## src/rtl/utd_pkg.sv

```systemverilog
`timescale 1ns / 1ps

package utd_pkg;

  // One UTF-8 byte request.
  typedef struct packed {
    logic [7:0] in_byte;
    logic       last_byte;
  } byte_t;

  // One decoded code unit.
  typedef struct packed {
    logic [15:0] code_unit;
    logic [15:0] unit_count;
    logic        end_of_text;
    logic        truncated;
  } unit_t;

  // Decoder state carried from one byte to the next.
  typedef struct packed {
    logic [1:0]  pending_bytes;
    logic [15:0] partial_value;
    logic [15:0] units_emitted;
  } dec_state_t;

endpackage

```

## src/rtl/utf8_to_ucs2_decoder_core.sv

```systemverilog
`timescale 1ns / 1ps

// Channel  | Handshake                | Payload
// ---------+--------------------------+--------------------------------------
// byte     | byte_valid / byte_ready  | byte_data: in_byte, last_byte
// unit     | unit_valid / unit_ready  | unit_data: code_unit, unit_count,
//          |                          |   end_of_text, truncated
//
// One byte is accepted per cycle while byte_ready is high; a unit is offered once the
// byte completing it has passed the input register and then one decode step into
// the result register. The decode step is a single mask, shift and saturating add.
// Reset (rst, synchronous) empties both registers and clears the decoder state.
// A stalled unit holds the input register; the byte side stalls only when
// both registers are full and the unit is not taken.
module utf8_to_ucs2_decoder_core (
  input  logic             clk,
  input  logic             rst,
  input  logic             byte_valid,
  output logic             byte_ready,
  input  utd_pkg::byte_t   byte_data,
  output logic             unit_valid,
  input  logic             unit_ready,
  output utd_pkg::unit_t   unit_data
);
  import utd_pkg::*;

  logic       req_valid;
  byte_t      req;
  dec_state_t dec_state;
  dec_state_t upd_state;
  logic       emit;
  unit_t      unit;
  logic       advance;

  // The held byte moves on when the result register is free or being drained.
  assign advance    = req_valid && (!unit_valid || unit_ready);
  assign byte_ready = !req_valid || advance;

  utd_step u_step (
    .cur_state (dec_state),
    .req       (req),
    .upd_state (upd_state),
    .emit      (emit),
    .unit      (unit)
  );

  // Control and decoder state.
  always_ff @(posedge clk) begin
    if (rst) begin
      req_valid  <= 1'b0;
      unit_valid <= 1'b0;
      dec_state  <= '0;
    end else begin
      if (byte_ready) begin
        req_valid <= byte_valid;
      end
      if (advance) begin
        dec_state  <= upd_state;
        unit_valid <= emit;
      end else if (unit_ready) begin
        unit_valid <= 1'b0;
      end
    end
  end

  // Payload registers.
  always_ff @(posedge clk) begin
    if (byte_valid && byte_ready) begin
      req <= byte_data;
    end
    if (advance && emit) begin
      unit_data <= unit;
    end
  end

endmodule

```

## src/rtl/utd_step.sv

```systemverilog
`timescale 1ns / 1ps

// Decodes one byte against the current state: next state and at most one unit.
module utd_step (
  input  utd_pkg::dec_state_t cur_state,
  input  utd_pkg::byte_t      req,
  output utd_pkg::dec_state_t upd_state,
  output logic                emit,
  output utd_pkg::unit_t      unit
);
  import utd_pkg::*;

  localparam logic [7:0]  AsciiMax    = 8'h7F;
  localparam logic [7:0]  TwoByteMax  = 8'hDF;
  localparam logic [7:0]  Lead2Mask   = 8'h1F;
  localparam logic [7:0]  Lead3Mask   = 8'h0F;
  localparam logic [7:0]  ContMask    = 8'h3F;
  localparam logic [15:0] CountMax    = 16'hFFFF;

  logic [7:0]  b;
  logic [5:0]  cont_bits;
  logic [15:0] cont_shifted;
  logic [15:0] merged;
  logic [1:0]  pend_dec;
  logic        trunc;
  logic [15:0] unit_value;
  logic [15:0] count_next;
  dec_state_t  seq_state;

  assign b         = req.in_byte;
  assign cont_bits = 6'(b & ContMask);
  assign pend_dec  = cur_state.pending_bytes - 2'd1;

  // Continuation bits land 6 bits higher for each byte still to come.
  always_comb begin
    case (pend_dec)
      2'd0:    cont_shifted = {10'd0, cont_bits};
      2'd1:    cont_shifted = {4'd0, cont_bits, 6'd0};
      2'd2:    cont_shifted = {cont_bits[3:0], 12'd0};
      default: cont_shifted = 16'd0;
    endcase
  end

  assign merged = cur_state.partial_value | cont_shifted;

  // Sequence tracking and the choice of whether a unit comes out.
  always_comb begin
    seq_state  = cur_state;
    emit       = 1'b0;
    trunc      = 1'b0;
    unit_value = 16'd0;
    if (cur_state.pending_bytes == 2'd0) begin
      if (b <= AsciiMax) begin
        emit       = 1'b1;
        unit_value = {8'd0, b};
      end else begin
        if (b <= TwoByteMax) begin
          seq_state.partial_value = {5'd0, 5'(b & Lead2Mask), 6'd0};
          seq_state.pending_bytes = 2'd1;
        end else begin
          seq_state.partial_value = {4'(b & Lead3Mask), 12'd0};
          seq_state.pending_bytes = 2'd2;
        end
        if (req.last_byte) begin
          emit       = 1'b1;
          trunc      = 1'b1;
          unit_value = seq_state.partial_value;
        end
      end
    end else begin
      seq_state.partial_value = merged;
      seq_state.pending_bytes = pend_dec;
      if (pend_dec == 2'd0) begin
        emit                    = 1'b1;
        unit_value              = merged;
        seq_state.partial_value = 16'd0;
      end else if (req.last_byte) begin
        emit       = 1'b1;
        trunc      = 1'b1;
        unit_value = merged;
      end
    end
  end

  // Saturating unit count.
  assign count_next = (cur_state.units_emitted != CountMax) ?
                      cur_state.units_emitted + 16'd1 : CountMax;

  // The final byte of a text clears all state.
  always_comb begin
    upd_state = seq_state;
    if (emit) begin
      upd_state.units_emitted = count_next;
    end
    if (req.last_byte) begin
      upd_state = '0;
    end
  end

  assign unit.code_unit   = unit_value;
  assign unit.unit_count  = count_next;
  assign unit.end_of_text = req.last_byte;
  assign unit.truncated   = trunc;

endmodule

```

## config.mk

```make
export PLATFORM = sky130hd
export DESIGN_NAME = utf8_to_ucs2_decoder_core
export DESIGN_NICKNAME = d
export VERILOG_FILES = /design/src/rtl/utd_pkg.sv /design/src/rtl/utf8_to_ucs2_decoder_core.sv /design/src/rtl/utd_step.sv
export SDC_FILE = /design/constraint.sdc
export NUM_CORES = 1
export LEC_CHECK = 0
export ABC_AREA = 1
export BUFFER_PORTS_ARGS = -buffer_cell sky130_fd_sc_hd__buf_2
export CORE_MARGIN = 8
export CORE_UTILIZATION = 55
export CTS_BUF_LIST = sky130_fd_sc_hd__clkbuf_16
export CTS_CLUSTER_DIAMETER = 80
export DETAILED_ROUTE_END_ITERATION = 8
export GPL_TIMING_DRIVEN = 0
export PLACE_DENSITY = 0.85
export SETUP_SLACK_MARGIN = 0.15
export SYNTH_ARGS = -nofsm -noshare
export SYNTH_HDL_FRONTEND = slang
export SYNTH_SLANG_ARGS = --single-unit
```

## constraint.sdc

```tcl
create_clock -name clk -period 3.6 [get_ports clk]
set_clock_uncertainty 0.2 [all_clocks]
set_input_delay 0.36 -clock clk [delete_from_list [all_inputs] [get_ports clk]]
set_output_delay 0.36 -clock clk [all_outputs]
set_load 0.03 [all_outputs]
```

# Word level (Yosys, flattened, before mapping)
# Index checks and enable logic that the tools add are counted.
# classes
addsub,2
order_cmp,2
eq_ne,4
mux,22
n_bitwise,1
n_reduce_logical,13
# ops
op,count
$mux W16,8
$mux W18,3
$pmux W16 S3,1
$mux W34,1
$add A16 B1 Y16 const B,1
$ne A16 B16 Y1 const B,1
$or A16 B16 Y16,1
$mux W1,9
$le A8 B7 Y1 const B,1
$le A8 B8 Y1 const B,1
$logic_not A2 Y1,2
$reduce_and A2 Y1,2
$reduce_bool A2 Y1,2
$logic_and A1 B1 Y1,3
$ne A3 B3 Y1 const B,1
$eq A2 B1 Y1 const B,1
$eq A2 B2 Y1 const B,1
$logic_not A1 Y1,2
$logic_or A1 B1 Y1,2
$sub A2 B1 Y2 const B,1
# totals
reg_bits,79
in_bits,13
output_inout_bits,36
wordCells,55

# Longest topological paths before layout
# depth
word_depth,7
depth_mapped,10
depth_no_buf,9

# Hierarchy
# From an unflattened synthesis, not the netlist that was laid out.
# hier_totals
hier_cells,564
area_unflattened_um2,4224.1
# by_module_without_submodules
module,instances,cells_each,area_per_inst_um2,seq_area_each_um2
utf8_to_ucs2_decoder_core,1,282,2895.3,2011.9
utd_step,1,282,1328.8,0.0

# Worst setup path before layout
# No wires, ideal clock.
# synth_path
kind,register to register
start,register dec_state[33] (netlist bit)
end,register unit_data[0] (netlist bit) (enable)
setup_time_ps,389
t_arrival_ps,1692
t_required_ps,3011
setup_slack_ps,1320
path_stages_with_launch,8
n_path_buf,2
synth_period_minus_slack_ps,2280
path_cell_list,dfxtp_1 > buf_6 > nor2_4 > nand2_4 > nand2_4 > o21ai_4 > buf_6 > inv_1
# synth_between
elab_chain_len,5
word_cells_on_any_way,6
classes_between,add/sub (1); mux (2); reduce/logical (3)
# synth_lines
element,line_no,source
from (decl),utf8_to_ucs2_decoder_core.sv:29,dec_state_t dec_state;
from (signal assigned),utf8_to_ucs2_decoder_core.sv:58,dec_state <= upd_state;
$sub A2 B1 Y2,utd_step.sv:32,assign pend_dec = cur_state.pending_bytes - 2'd1;
$logic_not A2 Y1,utd_step.sv:73,if (pend_dec == 2'd0) begin
$mux W1,utd_step.sv:73,
$mux W1 (*),utd_step.sv:52,if (cur_state.pending_bytes == 2'd0) begin
$logic_and A1 B1 Y1 (*),utf8_to_ucs2_decoder_core.sv:71,if (advance && emit) begin
to (signal assigned),utf8_to_ucs2_decoder_core.sv:72,unit_data <= unit;
to (decl),utf8_to_ucs2_decoder_core.sv:23,output utd_pkg::unit_t unit_data
# Every way passes the cells marked *; elsewhere a longest branch is shown, timed or not.
# A chain may end at the register's enable or synchronous reset.

# Final worst setup path
# layout_path
start,register dec_state[33] (netlist bit)
end,register unit_data[24] (netlist bit) (enable)
# Same word-level chain as after synthesis.

==> flow_summary.yaml <==
critical_path:
  worst_path_most_repeated_cell: "buf_6"
  r2r_setup_slack_ns: 1.29
  crit_type: "flip-flop to flip-flop"
  cp.buffers_inverters: 5
  worstPathArrival_ns: 2.15
  crit_required_ns: 3.43
  crit_family: "buffers and inverters"
  crit_fanout: 26
  worst_path_largest_cell_delay_ns: 0.36
  critPathSlowestCell: "inv_1"
  cp-end-kind: "flip-flop"
  crit_chain: "buf_6, inv_2, nand2_2, nand2_4, o21ai_4, buf_6, inv_1, buf_16"
  crit_path_start_kind: "flip-flop"
synth:
  syn_area_per_cell_sq_um: 9.36
  yosysUniqueCellTypes: 34
  yosysWarnings: 0
  synth_seq_cells: 79
  synth_top_area_frac: 0.354
  yosys.area.top_type: "edfxtp_1"
  syn_area_sq_mm: 0.00365
  seq_area_frac_synth: 0.551
  postSynthCellCount: 390
  synth_nets: 404
  synthTopCellsByArea: "edfxtp_1 (35%), dfxtp_1 (20%), nand2_1 (8.6%)"
hold_path:
  hp-class: "input pin to flip-flop"
placement:
  placed_cell_area_sq_mm: 0.00399
  portBuffers: 48
  post-place-ws_ns: 0.820
  post-dp-hpwl_microns: 5710
  finalWeightedCongestion: 0.916
final_layout:
  nNetsFinal: 464
  drive_gt1_frac: 0.273
  nFillCells: 484
  antenna_cells: 0
  final_area_sq_mm: 0.00427
  layout_commonest_cell: "nand2_1"
  areaGrowthSynthToFinish_pct: 17.1
  final_cell_mix: "nand2_1 (84), buf_2 (48), inv_1 (46)"
global_route:
  overflow: 0
  grt_pass1_wl_microns: 13600
  grt_max_degree: 35
  grt_pass1_vias: 2893
  antenna_found_initial: 0
  grtUsageTotal: 0.173
sta:
  fin_tns_setup_ns: 0
  period_minus_slack_ns: 2.31
  slew_headroom: 0.562
  rsz0062_at_grt: "no"
  setup_slack_ns: 1.29
  max_freq_mhz: 432
  worst_pin_slew_ns: 0.658
  report.final.hold_viol_count: 0
  finalCritPeriodShare: 0.643
  setup_viol: 0
  slew_viol_final: 0
power:
  p_seq_frac: 0.515
  power_frac_clock: 0.405
  switching_share: 0.235
  powerDensity_mw_per_mm2: 452
  p_sw_w: 0.000454
  ir_drop_mv: 0.345
  p_leak_nw: 1.65
  p_int_w: 0.00148
  combinationalPowerShare: 0.080
run:
  maxCapViolations: 0
clock_tree:
  cts-buffers-inserted: 9
  postCtsSetupRepairBufs: 0
  root_buffer: "clkbuf_16"
  clk_latency_ns: 0.33
  clk_pin_slew_ns: 0.06
  htreeDepth: 3
  cts_max_path_buffers: 2
  cts.sinks: 79
  ctsHoldBuffers: 0
  cts_tree: "done"
  cts_resized: 0
floorplanning:
  die-area_sq_mm: 0.00950
  row_count: 29
  ios: 49
  initial_utilization: 0.572
  design.core.area_sq_mm: 0.00639
  die_h_microns: 97.5
  die_w_microns: 97.5
outcome:
  status: "complete, no violations"
detailed_routing:
  wirelength_microns: 8080
  num_vias: 2911
  wire_per_inst_microns: 15.2
  drtPass1Iterations: 4
  drt_iter0_drc: 222
  ant_nets: 0
  avgViaCountPerCell: 5.47
  remaining_drc_errors: 0
==> power by group through the flow <==
stage               logic (W)  clock network [W]  registers, W
floorplan           0.0000631                  0       0.00105
CTS                  0.000151           0.000787      0.000994
detailed placement   0.000150                  0       0.00101
global placement     0.000146                  0       0.00101
finish               0.000155           0.000782      0.000994
global route         0.000166           0.000823      0.000996
==> through the flow <==
step / util / hold slack [ns] / power [W] / std cells
after global routing: 0.669 / 0.00629 / 0.00199 / 532
after detailed placement: 0.624 / 0.221 / 0.00116 / 515
after CTS: 0.665 / 0.00264 / 0.00193 / 531
after global placement: 0.624 / 0.216 / 0.00116 / 515
after floorplan: - / 0.209 / 0.00111 / 390
final: 0.669 / 0.00251 / 0.00193 / 532
==> path summary, 6_finish.rpt <==
check	start	end	depth (start not counted)
worst min-delay path	byte_data[5]	req[5]	1
worst max-delay path	dec_state[33]	unit_data[24]	8
worst max register to register	dec_state[33]	unit_data[24]	8
worst min register to register	dec_state[21]	dec_state[21]	2
==> layout make-up <==
class,count,area (sq um),share of cell area
Inverter,51,191,0.0448
Sequential cell,79,2010,0.471
Buffer,8,63.8,0.0149
Clock inverter,7,33.8,0.00790
Timing Repair Buffer,49,268,0.0626
Clock buffer,9,225,0.0527
Tap cell,77,96.3,0.0225
Multi-Input combinational cell,252,1380,0.324
==> logic make-up after synthesis <==
family / count (synthesis) / synth area share
XOR/XNOR: 4 / 0.00960
adder cells (fa/ha/maj): 1 / 0.00343
flip-flops: 79 / 0.551
buffers and inverters: 59 / 0.0699
AO/OA/AOI/OAI: 82 / 0.144
AND/OR/NAND/NOR: 165 / 0.222
==> routing by layer <==
metal	vias to the layer above	routed length (microns)	GRT usage
met5	-	0	0
met4	0	133	0.0816
met3	12	600	0.0413
met2	104	3830	0.273
met1	1366	3520	0.217
li1	1429	-	-
==> registers in the layout, summed over array words and instances, names as in the netlist <==
register    cells
unit_valid      1
req             9
req_valid       1
unit_data      34
dec_state      34
==> Yosys cell counts <==
library cell   n
nand2_1       84
clkbuf_1       3
or2_1          1
o211ai_1       3
a31oi_1        1
nand3_1       16
nor3_2         1
xor2_1         2
dfxtp_1       36
o21ai_4        1
nor2_4         3
o21bai_1      10
nor2_1        24
o21ai_1        2
edfxtp_1      43
buf_6          4
nand3_2        8
o22ai_1       12
inv_1         44
o221ai_1       1
or2_2          4
nor2_2         2
nand2_2       15
inv_2          7
o21ai_0       22
nand4_1        2
buf_4          1
and2_1         1
xnor2_1        2
a21oi_2       13
a22oi_1        1
ha_1           1
a21oi_1       16
nand2_4        4
(Power assumes the default switching activity.)
